**src/eeb_pkg.sv**
```systemverilog
// Shared types and constants for the EEPROM byte master.
`default_nettype none

package eeb_pkg;

    // Bits in one bus byte.
    localparam int BYTE_BITS = 8;
    // Device address width and its value after reset.
    localparam int DEV_W = BYTE_BITS - 1;
    localparam logic [DEV_W-1:0] DEV_ADDR_RESET = 7'd80;
    // Default depth of the queue between front and back.
    localparam int QUEUE_DEPTH_DEF = 2;

    // Symbols in one byte segment (data bits plus the ack clock).
    localparam int SEG_LEN = BYTE_BITS + 1;
    // Last step of a full write or read sequence and the repeated-start step.
    localparam int SEQ_LAST = 3 * SEG_LEN + 1;
    localparam int RD_RESTART = 2 * SEG_LEN + 1;
    localparam int STEP_W = $clog2(SEQ_LAST + 1);
    localparam int POS_W = $clog2(SEG_LEN);
    localparam int BIDX_W = $clog2(BYTE_BITS);
    localparam int RCNT_W = $clog2(BYTE_BITS);

    // Input item kinds.
    typedef enum logic [1:0] {
        KIND_WRITE = 2'd0,
        KIND_READ  = 2'd1,
        KIND_BIT   = 2'd2
    } t_kind;

    // Bus symbols on the result channel.
    typedef enum logic [2:0] {
        SYM_START = 3'd0,
        SYM_STOP  = 3'd1,
        SYM_BIT   = 3'd2,
        SYM_ACK   = 3'd3,
        SYM_READ  = 3'd4
    } t_sym;

    // Jobs that the front hands to the back.
    typedef enum logic [1:0] {
        OP_WRITE = 2'd0,
        OP_READ  = 2'd1,
        OP_CLOCK = 2'd2,
        OP_DONE  = 2'd3
    } t_op;

    // One queued job. data holds the write byte or the completed read byte.
    typedef struct packed {
        t_op                  op;
        logic [DEV_W-1:0]     dev;
        logic [BYTE_BITS-1:0] addr;
        logic [BYTE_BITS-1:0] data;
    } t_job;

endpackage

`default_nettype wire

```
**src/eeb_if.sv**
```systemverilog
// Valid/ready channel interfaces for requests and bus symbols.
`default_nettype none

interface eeb_in_if
    import eeb_pkg::*;
();
    logic                 valid;
    logic                 ready;
    logic [1:0]           kind;
    logic [BYTE_BITS-1:0] mem_addr;
    logic [BYTE_BITS-1:0] write_data;
    logic                 sda_in;

    modport source (output valid, kind, mem_addr, write_data, sda_in, input ready);
    modport sink (input valid, kind, mem_addr, write_data, sda_in, output ready);
endinterface

interface eeb_out_if
    import eeb_pkg::*;
();
    logic                 valid;
    logic                 ready;
    logic [2:0]           symbol;
    logic                 sda_level;
    logic [BYTE_BITS-1:0] read_data;
    logic                 read_valid;
    logic                 last;

    modport source (output valid, symbol, sda_level, read_data, read_valid, last,
                    input ready);
    modport sink (input valid, symbol, sda_level, read_data, read_valid, last,
                  output ready);
endinterface

`default_nettype wire

```
**src/eeb_front.sv**
```systemverilog
// Front end: accepts requests, tracks the read phase and queues jobs.
`default_nettype none

module eeb_front
    import eeb_pkg::*;
(
    input  wire logic             i_clk,
    input  wire logic             i_rst_n,
    eeb_in_if.sink                i_in,
    input  wire logic             i_cfg_we,
    input  wire logic [DEV_W-1:0] i_cfg_wdata,
    input  wire logic             i_q_full,
    output logic                  o_push,
    output t_job                  o_job
);

    logic [DEV_W-1:0]     r_dev;
    logic                 r_reading, n_reading;
    logic [RCNT_W-1:0]    r_cnt, n_cnt;
    logic [BYTE_BITS-1:0] r_shift, n_shift;
    logic                 accept;

    assign i_in.ready = !i_q_full;
    assign accept = i_in.valid && !i_q_full;

    // Device address register.
    always_ff @(posedge i_clk) begin
        if (!i_rst_n) begin
            r_dev <= DEV_ADDR_RESET;
        end else if (i_cfg_we) begin
            r_dev <= i_cfg_wdata;
        end
    end

    // Classify the item and update the receive state.
    always_comb begin
        n_reading = r_reading;
        n_cnt     = r_cnt;
        n_shift   = r_shift;
        o_push    = 1'b0;
        o_job     = '{op: OP_WRITE, dev: r_dev, addr: i_in.mem_addr,
                      data: i_in.write_data};
        if (accept) begin
            case (i_in.kind)
                KIND_WRITE, KIND_READ: begin
                    o_push    = 1'b1;
                    o_job.op  = (i_in.kind == KIND_READ) ? OP_READ : OP_WRITE;
                    n_reading = (i_in.kind == KIND_READ);
                    n_cnt     = '0;
                    n_shift   = '0;
                end
                KIND_BIT: begin
                    if (r_reading) begin
                        o_push = 1'b1;
                        if (r_cnt == RCNT_W'(BYTE_BITS - 1)) begin
                            // Eighth bit completes the byte: nack and stop follow.
                            o_job.op   = OP_DONE;
                            o_job.data = {r_shift[BYTE_BITS-2:0], i_in.sda_in};
                            n_reading  = 1'b0;
                            n_cnt      = '0;
                            n_shift    = '0;
                        end else begin
                            o_job.op = OP_CLOCK;
                            n_cnt    = r_cnt + 1'b1;
                            n_shift  = {r_shift[BYTE_BITS-2:0], i_in.sda_in};
                        end
                    end
                end
                default: begin
                end
            endcase
        end
    end

    always_ff @(posedge i_clk) begin
        if (!i_rst_n) begin
            r_reading <= 1'b0;
            r_cnt     <= '0;
            r_shift   <= '0;
        end else begin
            r_reading <= n_reading;
            r_cnt     <= n_cnt;
            r_shift   <= n_shift;
        end
    end

endmodule

`default_nettype wire

```
**src/eeb_queue.sv**
```systemverilog
// Small job queue between the front and the back.
`default_nettype none

module eeb_queue
    import eeb_pkg::*;
#(
    parameter int DEPTH = QUEUE_DEPTH_DEF
) (
    input  wire logic i_clk,
    input  wire logic i_rst_n,
    input  wire logic i_push,
    input  t_job      i_job,
    input  wire logic i_pop,
    output logic      o_full,
    output logic      o_nonempty,
    output t_job      o_head
);

    localparam int PTR_W = (DEPTH > 1) ? $clog2(DEPTH) : 1;
    localparam int CNT_W = $clog2(DEPTH + 1);

    t_job             r_mem [DEPTH];
    logic [PTR_W-1:0] r_wr, r_rd;
    logic [CNT_W-1:0] r_cnt;
    logic             do_push, do_pop;

    assign o_full     = (r_cnt == CNT_W'(DEPTH));
    assign o_nonempty = (r_cnt != '0);
    assign o_head     = r_mem[r_rd];
    assign do_push    = i_push && !o_full;
    assign do_pop     = i_pop && o_nonempty;

    // Entry storage.
    always_ff @(posedge i_clk) begin
        if (do_push) begin
            r_mem[r_wr] <= i_job;
        end
    end

    // Pointers and fill count.
    always_ff @(posedge i_clk) begin
        if (!i_rst_n) begin
            r_wr  <= '0;
            r_rd  <= '0;
            r_cnt <= '0;
        end else begin
            if (do_push) begin
                r_wr <= (r_wr == PTR_W'(DEPTH - 1)) ? '0 : r_wr + 1'b1;
            end
            if (do_pop) begin
                r_rd <= (r_rd == PTR_W'(DEPTH - 1)) ? '0 : r_rd + 1'b1;
            end
            if (do_push && !do_pop) begin
                r_cnt <= r_cnt + 1'b1;
            end else if (do_pop && !do_push) begin
                r_cnt <= r_cnt - 1'b1;
            end
        end
    end

endmodule

`default_nettype wire

```
**src/eeb_back.sv**
```systemverilog
// Back end: steps through the queued job and emits one bus symbol per transfer.
`default_nettype none

module eeb_back
    import eeb_pkg::*;
(
    input  wire logic i_clk,
    input  wire logic i_rst_n,
    input  wire logic i_head_valid,
    input  t_job      i_head,
    output logic      o_pop,
    eeb_out_if.source o_out
);

    logic [STEP_W-1:0]    r_step;
    logic                 r_ov;
    t_sym                 r_sym;
    logic                 r_lvl;
    logic [BYTE_BITS-1:0] r_rd;
    logic                 r_rv;
    logic                 r_last;

    t_sym                 sym;
    logic                 lvl;
    logic [BYTE_BITS-1:0] rd;
    logic                 rv;
    logic                 lst;
    logic [STEP_W-1:0]    t;
    logic [POS_W-1:0]     pos;
    logic [BYTE_BITS-1:0] seg_byte;
    logic [BIDX_W-1:0]    bidx;
    logic                 is_read;
    logic                 out_free;
    logic                 load;

    assign out_free = !r_ov || o_out.ready;
    assign load     = i_head_valid && out_free;
    assign o_pop    = load && lst;
    assign is_read  = (i_head.op == OP_READ);

    // Locate the current step inside the three byte segments.
    always_comb begin
        if (is_read && r_step > STEP_W'(RD_RESTART)) begin
            t = r_step - STEP_W'(2);
        end else begin
            t = r_step - STEP_W'(1);
        end
        if (t < STEP_W'(SEG_LEN)) begin
            pos      = POS_W'(t);
            seg_byte = {i_head.dev, 1'b0};
        end else if (t < STEP_W'(2 * SEG_LEN)) begin
            pos      = POS_W'(t - STEP_W'(SEG_LEN));
            seg_byte = i_head.addr;
        end else begin
            pos      = POS_W'(t - STEP_W'(2 * SEG_LEN));
            seg_byte = is_read ? {i_head.dev, 1'b1} : i_head.data;
        end
        bidx = BIDX_W'(BYTE_BITS - 1) - BIDX_W'(pos);
    end

    // Symbol for the current step of the head job.
    always_comb begin
        sym = SYM_READ;
        lvl = 1'b1;
        rd  = '0;
        rv  = 1'b0;
        lst = 1'b0;
        case (i_head.op)
            OP_WRITE, OP_READ: begin
                lst = (r_step == STEP_W'(SEQ_LAST));
                if (r_step == '0 || (is_read && r_step == STEP_W'(RD_RESTART))) begin
                    sym = SYM_START;
                    lvl = 1'b0;
                end else if (!is_read && lst) begin
                    sym = SYM_STOP;
                    lvl = 1'b0;
                end else if (pos == POS_W'(BYTE_BITS)) begin
                    sym = SYM_ACK;
                    lvl = 1'b1;
                end else begin
                    sym = SYM_BIT;
                    lvl = seg_byte[bidx];
                end
            end
            OP_CLOCK: begin
                lst = 1'b1;
            end
            OP_DONE: begin
                // Read clock, nack, then stop, all carrying the byte.
                lst = (r_step == STEP_W'(2));
                rd  = i_head.data;
                rv  = 1'b1;
                if (lst) begin
                    sym = SYM_STOP;
                    lvl = 1'b0;
                end
            end
            default: begin
            end
        endcase
    end

    // Step counter and output register.
    always_ff @(posedge i_clk) begin
        if (!i_rst_n) begin
            r_step <= '0;
            r_ov   <= 1'b0;
        end else if (load) begin
            r_ov   <= 1'b1;
            r_step <= lst ? '0 : r_step + 1'b1;
        end else if (o_out.ready) begin
            r_ov <= 1'b0;
        end
    end

    always_ff @(posedge i_clk) begin
        if (load) begin
            r_sym  <= sym;
            r_lvl  <= lvl;
            r_rd   <= rd;
            r_rv   <= rv;
            r_last <= lst;
        end
    end

    assign o_out.valid      = r_ov;
    assign o_out.symbol     = r_sym;
    assign o_out.sda_level  = r_lvl;
    assign o_out.read_data  = r_rd;
    assign o_out.read_valid = r_rv;
    assign o_out.last       = r_last;

endmodule

`default_nettype wire

```
**src/i2c_eeprom_byte_master.sv**
```systemverilog
// Top level of the I2C EEPROM byte master at bus-symbol level.
//
// Usage: requests arrive on i_in (valid/ready). Kind write and kind read each
// produce a 29-symbol bus sequence on o_out; a sampled SDA bit during a read
// produces one read clock, and the eighth bit produces a read clock, a nack
// and a stop carrying the assembled byte. Each transfer on o_out is one
// symbol; last marks the final symbol of an item.
// The job of each request is registered in the job queue, and each of its
// symbols in the output register. Throughput: one symbol per cycle while
// o_out is ready and jobs are queued; a write or read request gives 29
// symbols, a sampled bit 1 or 3. A two-entry job queue lets new requests
// enter while earlier symbols are still going out.
// The user writes the device address through i_cfg_we/i_cfg_wdata only
// while idle; the block does not enforce this. Reset: the device address
// returns to 80, the read phase is cleared and the queue and output register
// are emptied. When o_out stalls, the current symbol holds; requests keep
// entering until the queue fills, then i_in.ready drops.
`default_nettype none

module i2c_eeprom_byte_master
    import eeb_pkg::*;
#(
    parameter int QUEUE_DEPTH = QUEUE_DEPTH_DEF
) (
    input  wire logic             i_clk,
    input  wire logic             i_rst_n,
    eeb_in_if.sink                i_in,
    eeb_out_if.source             o_out,
    input  wire logic             i_cfg_we,
    input  wire logic [DEV_W-1:0] i_cfg_wdata
);

    logic q_full;
    logic q_nonempty;
    logic push;
    logic pop;
    t_job job_in;
    t_job head;

    eeb_front u_front (
        .i_clk       (i_clk),
        .i_rst_n     (i_rst_n),
        .i_in        (i_in),
        .i_cfg_we    (i_cfg_we),
        .i_cfg_wdata (i_cfg_wdata),
        .i_q_full    (q_full),
        .o_push      (push),
        .o_job       (job_in)
    );

    eeb_queue #(
        .DEPTH (QUEUE_DEPTH)
    ) u_queue (
        .i_clk      (i_clk),
        .i_rst_n    (i_rst_n),
        .i_push     (push),
        .i_job      (job_in),
        .i_pop      (pop),
        .o_full     (q_full),
        .o_nonempty (q_nonempty),
        .o_head     (head)
    );

    eeb_back u_back (
        .i_clk        (i_clk),
        .i_rst_n      (i_rst_n),
        .i_head_valid (q_nonempty),
        .i_head       (head),
        .o_pop        (pop),
        .o_out        (o_out)
    );

endmodule

`default_nettype wire

```
**src/flat_wrapper.sv**
```systemverilog
// flat-port wrapper written by rule: the top's interface ports become plain ports
module i2c_eeprom_byte_master_flat import eeb_pkg::*;
#(
    parameter int QUEUE_DEPTH = QUEUE_DEPTH_DEF
)
  (i_clk, i_rst_n, i_cfg_we, i_cfg_wdata, i_in_valid, i_in_kind, i_in_mem_addr, i_in_write_data, i_in_sda_in, i_in_ready, o_out_valid, o_out_symbol, o_out_sda_level, o_out_read_data, o_out_read_valid, o_out_last, o_out_ready);
  eeb_in_if i_in_i ();
  eeb_out_if o_out_i ();
  input  wire logic i_clk;
  input  wire logic i_rst_n;
  input  wire logic i_cfg_we;
  input  wire logic [DEV_W-1:0] i_cfg_wdata;
  input wire logic [$bits(i_in_i.valid)-1:0] i_in_valid;
  input wire logic [$bits(i_in_i.kind)-1:0] i_in_kind;
  input wire logic [$bits(i_in_i.mem_addr)-1:0] i_in_mem_addr;
  input wire logic [$bits(i_in_i.write_data)-1:0] i_in_write_data;
  input wire logic [$bits(i_in_i.sda_in)-1:0] i_in_sda_in;
  output wire logic [$bits(i_in_i.ready)-1:0] i_in_ready;
  output wire logic [$bits(o_out_i.valid)-1:0] o_out_valid;
  output wire logic [$bits(o_out_i.symbol)-1:0] o_out_symbol;
  output wire logic [$bits(o_out_i.sda_level)-1:0] o_out_sda_level;
  output wire logic [$bits(o_out_i.read_data)-1:0] o_out_read_data;
  output wire logic [$bits(o_out_i.read_valid)-1:0] o_out_read_valid;
  output wire logic [$bits(o_out_i.last)-1:0] o_out_last;
  input wire logic [$bits(o_out_i.ready)-1:0] o_out_ready;
  assign i_in_i.valid = i_in_valid;
  assign i_in_i.kind = i_in_kind;
  assign i_in_i.mem_addr = i_in_mem_addr;
  assign i_in_i.write_data = i_in_write_data;
  assign i_in_i.sda_in = i_in_sda_in;
  assign i_in_ready = i_in_i.ready;
  assign o_out_valid = o_out_i.valid;
  assign o_out_symbol = o_out_i.symbol;
  assign o_out_sda_level = o_out_i.sda_level;
  assign o_out_read_data = o_out_i.read_data;
  assign o_out_read_valid = o_out_i.read_valid;
  assign o_out_last = o_out_i.last;
  assign o_out_i.ready = o_out_ready;
  i2c_eeprom_byte_master #(.QUEUE_DEPTH(QUEUE_DEPTH)) u_core (.i_clk(i_clk), .i_rst_n(i_rst_n), .i_in(i_in_i), .o_out(o_out_i), .i_cfg_we(i_cfg_we), .i_cfg_wdata(i_cfg_wdata));
endmodule
```
**config.mk**
```make
export PLATFORM = sky130hd
export DESIGN_NAME = i2c_eeprom_byte_master_flat
export DESIGN_NICKNAME = d
export VERILOG_FILES = /design/src/eeb_pkg.sv /design/src/eeb_if.sv /design/src/eeb_front.sv /design/src/eeb_queue.sv /design/src/eeb_back.sv /design/src/i2c_eeprom_byte_master.sv /design/src/flat_wrapper.sv
export SDC_FILE = /design/constraint.sdc
export NUM_CORES = 1
export LEC_CHECK = 0
export BUFFER_PORTS_ARGS = -buffer_cell sky130_fd_sc_hd__buf_2
export CORE_UTILIZATION = 59
export DETAILED_ROUTE_END_ITERATION = 8
export PLACE_DENSITY = 0.83
export SYNTH_ARGS = -nofsm -noshare
export SYNTH_HDL_FRONTEND = slang
export SYNTH_HIERARCHICAL = 1
export SYNTH_SLANG_ARGS = --single-unit
```
**constraint.sdc**
```tcl
create_clock -name i_clk -period 4.4 [get_ports i_clk]
set_input_delay 0.22 -clock i_clk [delete_from_list [all_inputs] [get_ports i_clk]]
set_output_delay 0.22 -clock i_clk [all_outputs]
set_load 0.01 [all_outputs]
```
==> flow_summary.json, run 1 <==
{
  "hold_violations": 0,
  "track_usage_pct": 24.1,
  "timing.critical_path.slowest_cell_delay_ns": 0.51,
  "portBuffers": 46,
  "avgRoutedWirePerCell_um": 16.8,
  "ios": 47,
  "grt_pass1_wl_um": 16000,
  "core-area_um2": 7890,
  "synth_flop_cell": "edfxtp_1",
  "synth-async-reset-ratio_pct": 0,
  "rows": 32,
  "critPathLaunchType": "flop",
  "wl_met1_um": 4490,
  "start_util_pct": 62.5,
  "cp-end-kind": "flop",
  "postCtsSetupRepairBufs": 0,
  "syn2layout_area_growth_pct": 8.28,
  "synth_cell_types": 74,
  "fill_cells": 606,
  "relSlewSlack_pct": 25.2,
  "syn_nets": 475,
  "numCtsBuffers": 9,
  "synth.cell_area_um2": 4930,
  "worstPathArrival_ns": 4.14,
  "holdBufCountCts": 0,
  "crit_fanout": 11,
  "grt.overflow.total": 0,
  "rsz0062_at_grt": "false",
  "via_count": 3359,
  "final_common_cell": "edfxtp_1",
  "ys_seq_area_share_pct": 50.8,
  "hold_class": "in -> reg",
  "final_cell_mix": "edfxtp_1 (64), buf_2 (46), nand2_1 (43)",
  "top_layer_used": "met4",
  "drv_cap": 0,
  "cpMaxStageDelayCell": "or4_1",
  "clock.fmax_ghz": 0.253,
  "clk_pin_slew_ns": 0.10,
  "final_util_pct": 67.6,
  "period_share_pct": 89.7,
  "post_route_cells_drive_above_1_share_pct": 25.6,
  "cts.sink_count": 93,
  "crit_chain": "ha_1, nand3b_1, a21oi_1, mux2_2, ha_1, nand3_1, a21boi_1, o311a_1, a211oi_2, or2_1, or4_1, o311ai_1",
  "die_y_um": 93.4,
  "gp_congestion": 0.944,
  "h-tree-depth": 3,
  "drc": 0,
  "drt-initial-drc-count": 207,
  "timing_worst_setup_path_type": "reg -> reg",
  "yosysWarnings": 6,
  "wl_met2_um": 4460,
  "wl_met3_um": 454,
  "crit_family": "simple AND/OR/NAND/NOR gates",
  "grt_max_degree": 34,
  "synth-seq-cells": 93,
  "first_global_vias": 3255,
  "synth_area_per_cell_um2": 11.5,
  "clockRootBuffer": "clkbuf_8",
  "status": "complete, no violations",
  "cts.path.max_buffers": 2,
  "drt_wl_total_um": 9570,
  "place_area_um2": 5140,
  "fin_setup_tns_ns": 0,
  "cp_common_cell": "ha_1",
  "drtAntennaViolNets": 0,
  "cts_tree": "done",
  "cts_resized": 0,
  "static-leakage-power_nw": 2.06,
  "layout_min_cycle_time_ns": 3.95,
  "finalMaxSlewViolations": 0,
  "dieArea_um2": 8720,
  "synthCells": 430,
  "worst_ep_required_time_ns": 4.59,
  "synth-edff-count": 64,
  "crit_buf_inv": 0,
  "viasPerCell": 5.89,
  "ir_drop_mv": 0.232,
  "die-width_um": 93.4,
  "worst_slew_pin_slew_ns": 1.12,
  "fin_nets": 508,
  "firstDrtPassIters": 5,
  "worstSkewPairLatency_ns": 0.36,
  "clock_skew_ns": 0.00932,
  "dp_hpwl_um": 6960,
  "setup_viol": 0,
  "powerDensity_nw_per_um2": 437,
  "final_area_um2": 5340,
  "grt_antenna_before_repair": 0,
  "n_antenna_cell": 0
}
==> metrics by stage <==
step	power, mW	hold slack [ns]	instances	setup WS, ns
6_report	2.33	0.0412	570	0.453
5_1_grt	2.46	0.0268	570	0.209
4_1_cts	2.34	0.0304	570	0.528
3_5_place_dp	1.79	0.417	554	0.543
3_3_place_gp	1.79	0.409	554	0.577
2_1_floorplan	1.62	0.336	430	0.588
==> Yosys cell counts (4+ instances only) <==
cell type | n | area (µm²)
a21boi_0 | 6 | 45.0
nor2_1 | 14 | 52.6
o21ai_0 | 15 | 75.1
buf_4 | 10 | 75.1
mux2_4 | 7 | 105
edfxtp_1 | 64 | 1920
nand2b_1 | 7 | 43.8
ha_1 | 14 | 175
mux2_2 | 28 | 315
or3_1 | 4 | 25.0
nor2b_1 | 9 | 56.3
clkbuf_1 | 7 | 26.3
and2_1 | 5 | 31.3
nand2_1 | 43 | 161
nand4_1 | 4 | 25.0
dfxtp_1 | 29 | 581
nand3b_1 | 5 | 37.5
and3_1 | 13 | 81.3
buf_6 | 4 | 45.0
a21oi_1 | 12 | 60.1
inv_1 | 14 | 52.6
a22oi_1 | 4 | 30.0
buf_2 | 8 | 40.0
nor3_1 | 4 | 20.0
nand3_1 | 13 | 65.1
mux2i_1 | 19 | 190
==> registers in the layout, indices dropped and copies added (netlist names), 2 cells and up, named ones only <==
name and cells:
u_core/u_queue/r_cnt 2, u_core/u_front/r_dev 7, u_core/u_queue/r_mem 50, u_core/u_back/o_out.read_data 8, u_core/u_back/o_out.symbol 3, u_core/u_back/r_step 5, u_core/u_front/r_shift 7, u_core/u_front/r_cnt 3
==> report_power, final <==
group	internal (mW)	switching [mW]	leakage [nW]
registers	1.05	0.0364	0.831
logic	0.277	0.427	1.14
clock network	0.218	0.329	0.0907
total	1.54	0.793	2.06
==> logic make-up after synthesis <==
kind of cell / share of synthesized area, %
AO/OA/AOI/OAI: 11.8
flip-flops: 50.8
AND/OR/NAND/NOR: 15.8
XOR/XNOR: 0.711
multiplexers: 12.4
adder cells (fa/ha/maj): 3.56
buffers and inverters: 5.00
==> layout make-up <==
cell class              count  area (µm²)  share of cell area [%]
multi-input cells         292        2180                    40.9
clock buffers               9         124                    2.32
clock inverters             7        68.8                    1.29
inverters                  16        60.1                    1.13
flip-flops and latches     93        2500                    46.9
well taps                 102         128                    2.39
repair buffers             51         268                    5.02
==> worst paths after layout <==
kind | endpoint | from | cells after the start | slack, ns
worst max-delay path | u_core/u_back/o_out.symbol[0] | u_core/u_back/r_step[1] | 12 | 0.45
worst min register to register | u_core/u_queue/r_mem[1][21] | u_core/u_front/r_dev[5] | 0 | 0.47
worst min-delay path | u_core/u_queue/r_mem[1][8] | i_in_mem_addr[0] | 1 | 0.04
worst max register to register | u_core/u_back/o_out.symbol[0] | u_core/u_back/r_step[1] | 12 | 0.45
==> per-layer routing <==
layer / track usage, % / vias to the layer above
li1: - / 1650
met1: 33.8 / 1571
met2: 38.4 / 119
met3: 3.50 / 19
met4: 7.95 / 0
met5: 0 / -
Power figures use the tool's default switching activity.
==> inputs of run 2 (changes only) <==
Settings changed: CORE_UTILIZATION 59 to 60, PLACE_DENSITY 0.83 to 0.85.
Clock period 4.4 ns to 5.1 ns, I/O delays scaled along.
==> flow_summary.json, run 2 (same netlist as run 1, synthesis figures left out) <==
{
  "status": "complete, no violations",
  "worstSkewPairLatency_ns": 0.35,
  "cts_resized": 0,
  "powerDensity_nw_per_um2": 382,
  "dp.cells": 550,
  "track_usage_pct": 24.7,
  "hold_path_startpoint": "i_in_mem_addr[0]",
  "final_common_cell": "edfxtp_1",
  "relSlewSlack_pct": 24.3,
  "timing.critical_path.slowest_cell_delay_ns": 0.52,
  "firstDrtPassIters": 5,
  "cp_common_cell": "mux2_2",
  "numCtsBuffers": 9,
  "gp_congestion": 0.902,
  "period_share_pct": 83.9,
  "clockRootBuffer": "clkbuf_8",
  "core-area_um2": 7850,
  "worstHoldEndpoint": "u_core/u_queue/r_mem[0][8]",
  "grt_pass1_wl_um": 16200,
  "dieArea_um2": 8580,
  "setup_slack_ns": 0.821,
  "fin_setup_tns_ns": 0,
  "grt.overflow.total": 0,
  "postCtsSetupRepairBufs": 0,
  "cts.path.max_buffers": 2,
  "crit_family": "simple AND/OR/NAND/NOR gates",
  "post_route_cells_drive_above_1_share_pct": 24.8,
  "drtAntennaViolNets": 0,
  "dp_slack_ns": 0.948,
  "fin_nets": 504,
  "layout_min_cycle_time_ns": 4.28,
  "avgRoutedWirePerCell_um": 17.0,
  "holdBufCountCts": 0,
  "first_global_vias": 3381,
  "crit_chain": "buf_4, mux2_2, nand3b_1, a21oi_1, mux2_2, ha_1, nand3_1, a21boi_1, o311a_1, a211oi_2, or2_1, or4_1, o311ai_1",
  "holdPathStages": 1,
  "ios": 47,
  "finalMaxSlewViolations": 0,
  "grt_max_degree": 34,
  "worst_ep_required_time_ns": 5.27,
  "grt_antenna_before_repair": 0,
  "clock_skew_ns": 0.0119,
  "static-leakage-power_nw": 2.05,
  "die-width_um": 92.6,
  "rows": 32,
  "drt_wl_total_um": 9640,
  "critPathLaunchType": "flop",
  "rsz0062_at_grt": "false",
  "via_count": 3393,
  "instances_no_fill": 566,
  "dp_hpwl_um": 6980,
  "start_util_pct": 62.8,
  "syn2layout_area_growth_pct": 8.02,
  "h-tree-depth": 3,
  "n_antenna_cell": 0,
  "crit_fanout": 24,
  "path_depth": 13,
  "drt-initial-drc-count": 186,
  "die_y_um": 92.6,
  "ir_drop_mv": 0.298,
  "r2r_setup_slack_ns": 0.82,
  "drc": 0,
  "hold_class": "in -> reg",
  "reg2regPathDepth": 13,
  "drv_cap": 0,
  "largest_reg_flops": 50,
  "cts_tree": "done",
  "viasPerCell": 5.99,
  "timing_worst_setup_path_type": "reg -> reg",
  "clock.fmax_ghz": 0.234,
  "crit_buf_inv": 1,
  "cpMaxStageDelayCell": "or4_1",
  "final_cell_mix": "edfxtp_1 (64), buf_2 (46), nand2_1 (43)",
  "worst_slew_pin_slew_ns": 1.14,
  "hold_violations": 0,
  "clk_pin_slew_ns": 0.10,
  "worstPathArrival_ns": 4.45,
  "setup_viol": 0,
  "portBuffers": 46,
  "top_register": "u_core/u_queue/r_mem",
  "cts.sink_count": 93,
  "cp-end-kind": "flop",
  "worstReg2RegEnd": "u_core/u_back/o_out.symbol[0]"
}
==> run 2: how the worst max path moves through the flow <==
stage	start	endpoint	slack [ns]
finish	flop	u_core/u_back/o_out.symbol[0]	0.82
detailed placement	flop	u_core/u_back/o_out.symbol[0]	0.95
CTS	flop	u_core/u_back/o_out.symbol[0]	0.90
floorplan	flop	u_core/u_back/o_out.symbol[0]	1.29
global placement	flop	u_core/u_back/o_out.symbol[0]	1.01
global route	flop	u_core/u_back/o_out.symbol[0]	0.63
==> run 2: worst reg2reg max path, cell delays in order (launching register included) <==
cell      delay (ns)
dfxtp_1         0.35
buf_4           0.31
mux2_2          0.37
nand3b_1        0.16
a21oi_1         0.33
mux2_2          0.47
ha_1            0.35
nand3_1         0.20
a21boi_1        0.40
o311a_1         0.22
a211oi_2        0.07
or2_1           0.25
or4_1           0.52
o311ai_1        0.10
==> run 2: cell type report <==
| class | instances | area [µm²] |
|---|---|---|
| clock buffers | 9 | 124 |
| fillers | 580 | 2520 |
| multi-input cells | 292 | 2180 |
| repair buffers | 47 | 238 |
| inverters | 16 | 60.1 |
| flip-flops and latches | 93 | 2500 |
| well taps | 102 | 128 |
| clock inverters | 7 | 86.3 |
==> run 2: report_power, final <==
| group | total, mW | internal [mW] | switching, mW |
|---|---|---|---|
| clock network | 0.504 | 0.234 | 0.270 |
| logic | 0.594 | 0.234 | 0.360 |
| registers | 0.936 | 0.903 | 0.0331 |
==> run 2: routing by layer <==
metal,global-route usage [%],up-vias,wire (µm)
met2,41.4,119,4650
met3,3.53,21,482
met4,11.0,0,273
met5,0,-,0
li1,-,1640,-
met1,31.9,1613,4230
==> run 2: per-stage QoR <==
step / hold slack [ns] / utilization [%] / total power, mW / area, µm²
after floorplan: 0.371 / - / 1.40 / 4930
after global placement: 0.434 / 65.1 / 1.53 / 5110
after detailed placement: 0.444 / 65.1 / 1.54 / 5110
after CTS: 0.0796 / 67.8 / 2.04 / 5320
after global routing: 0.0736 / 67.8 / 2.14 / 5320
final: 0.0881 / 67.8 / 2.03 / 5320
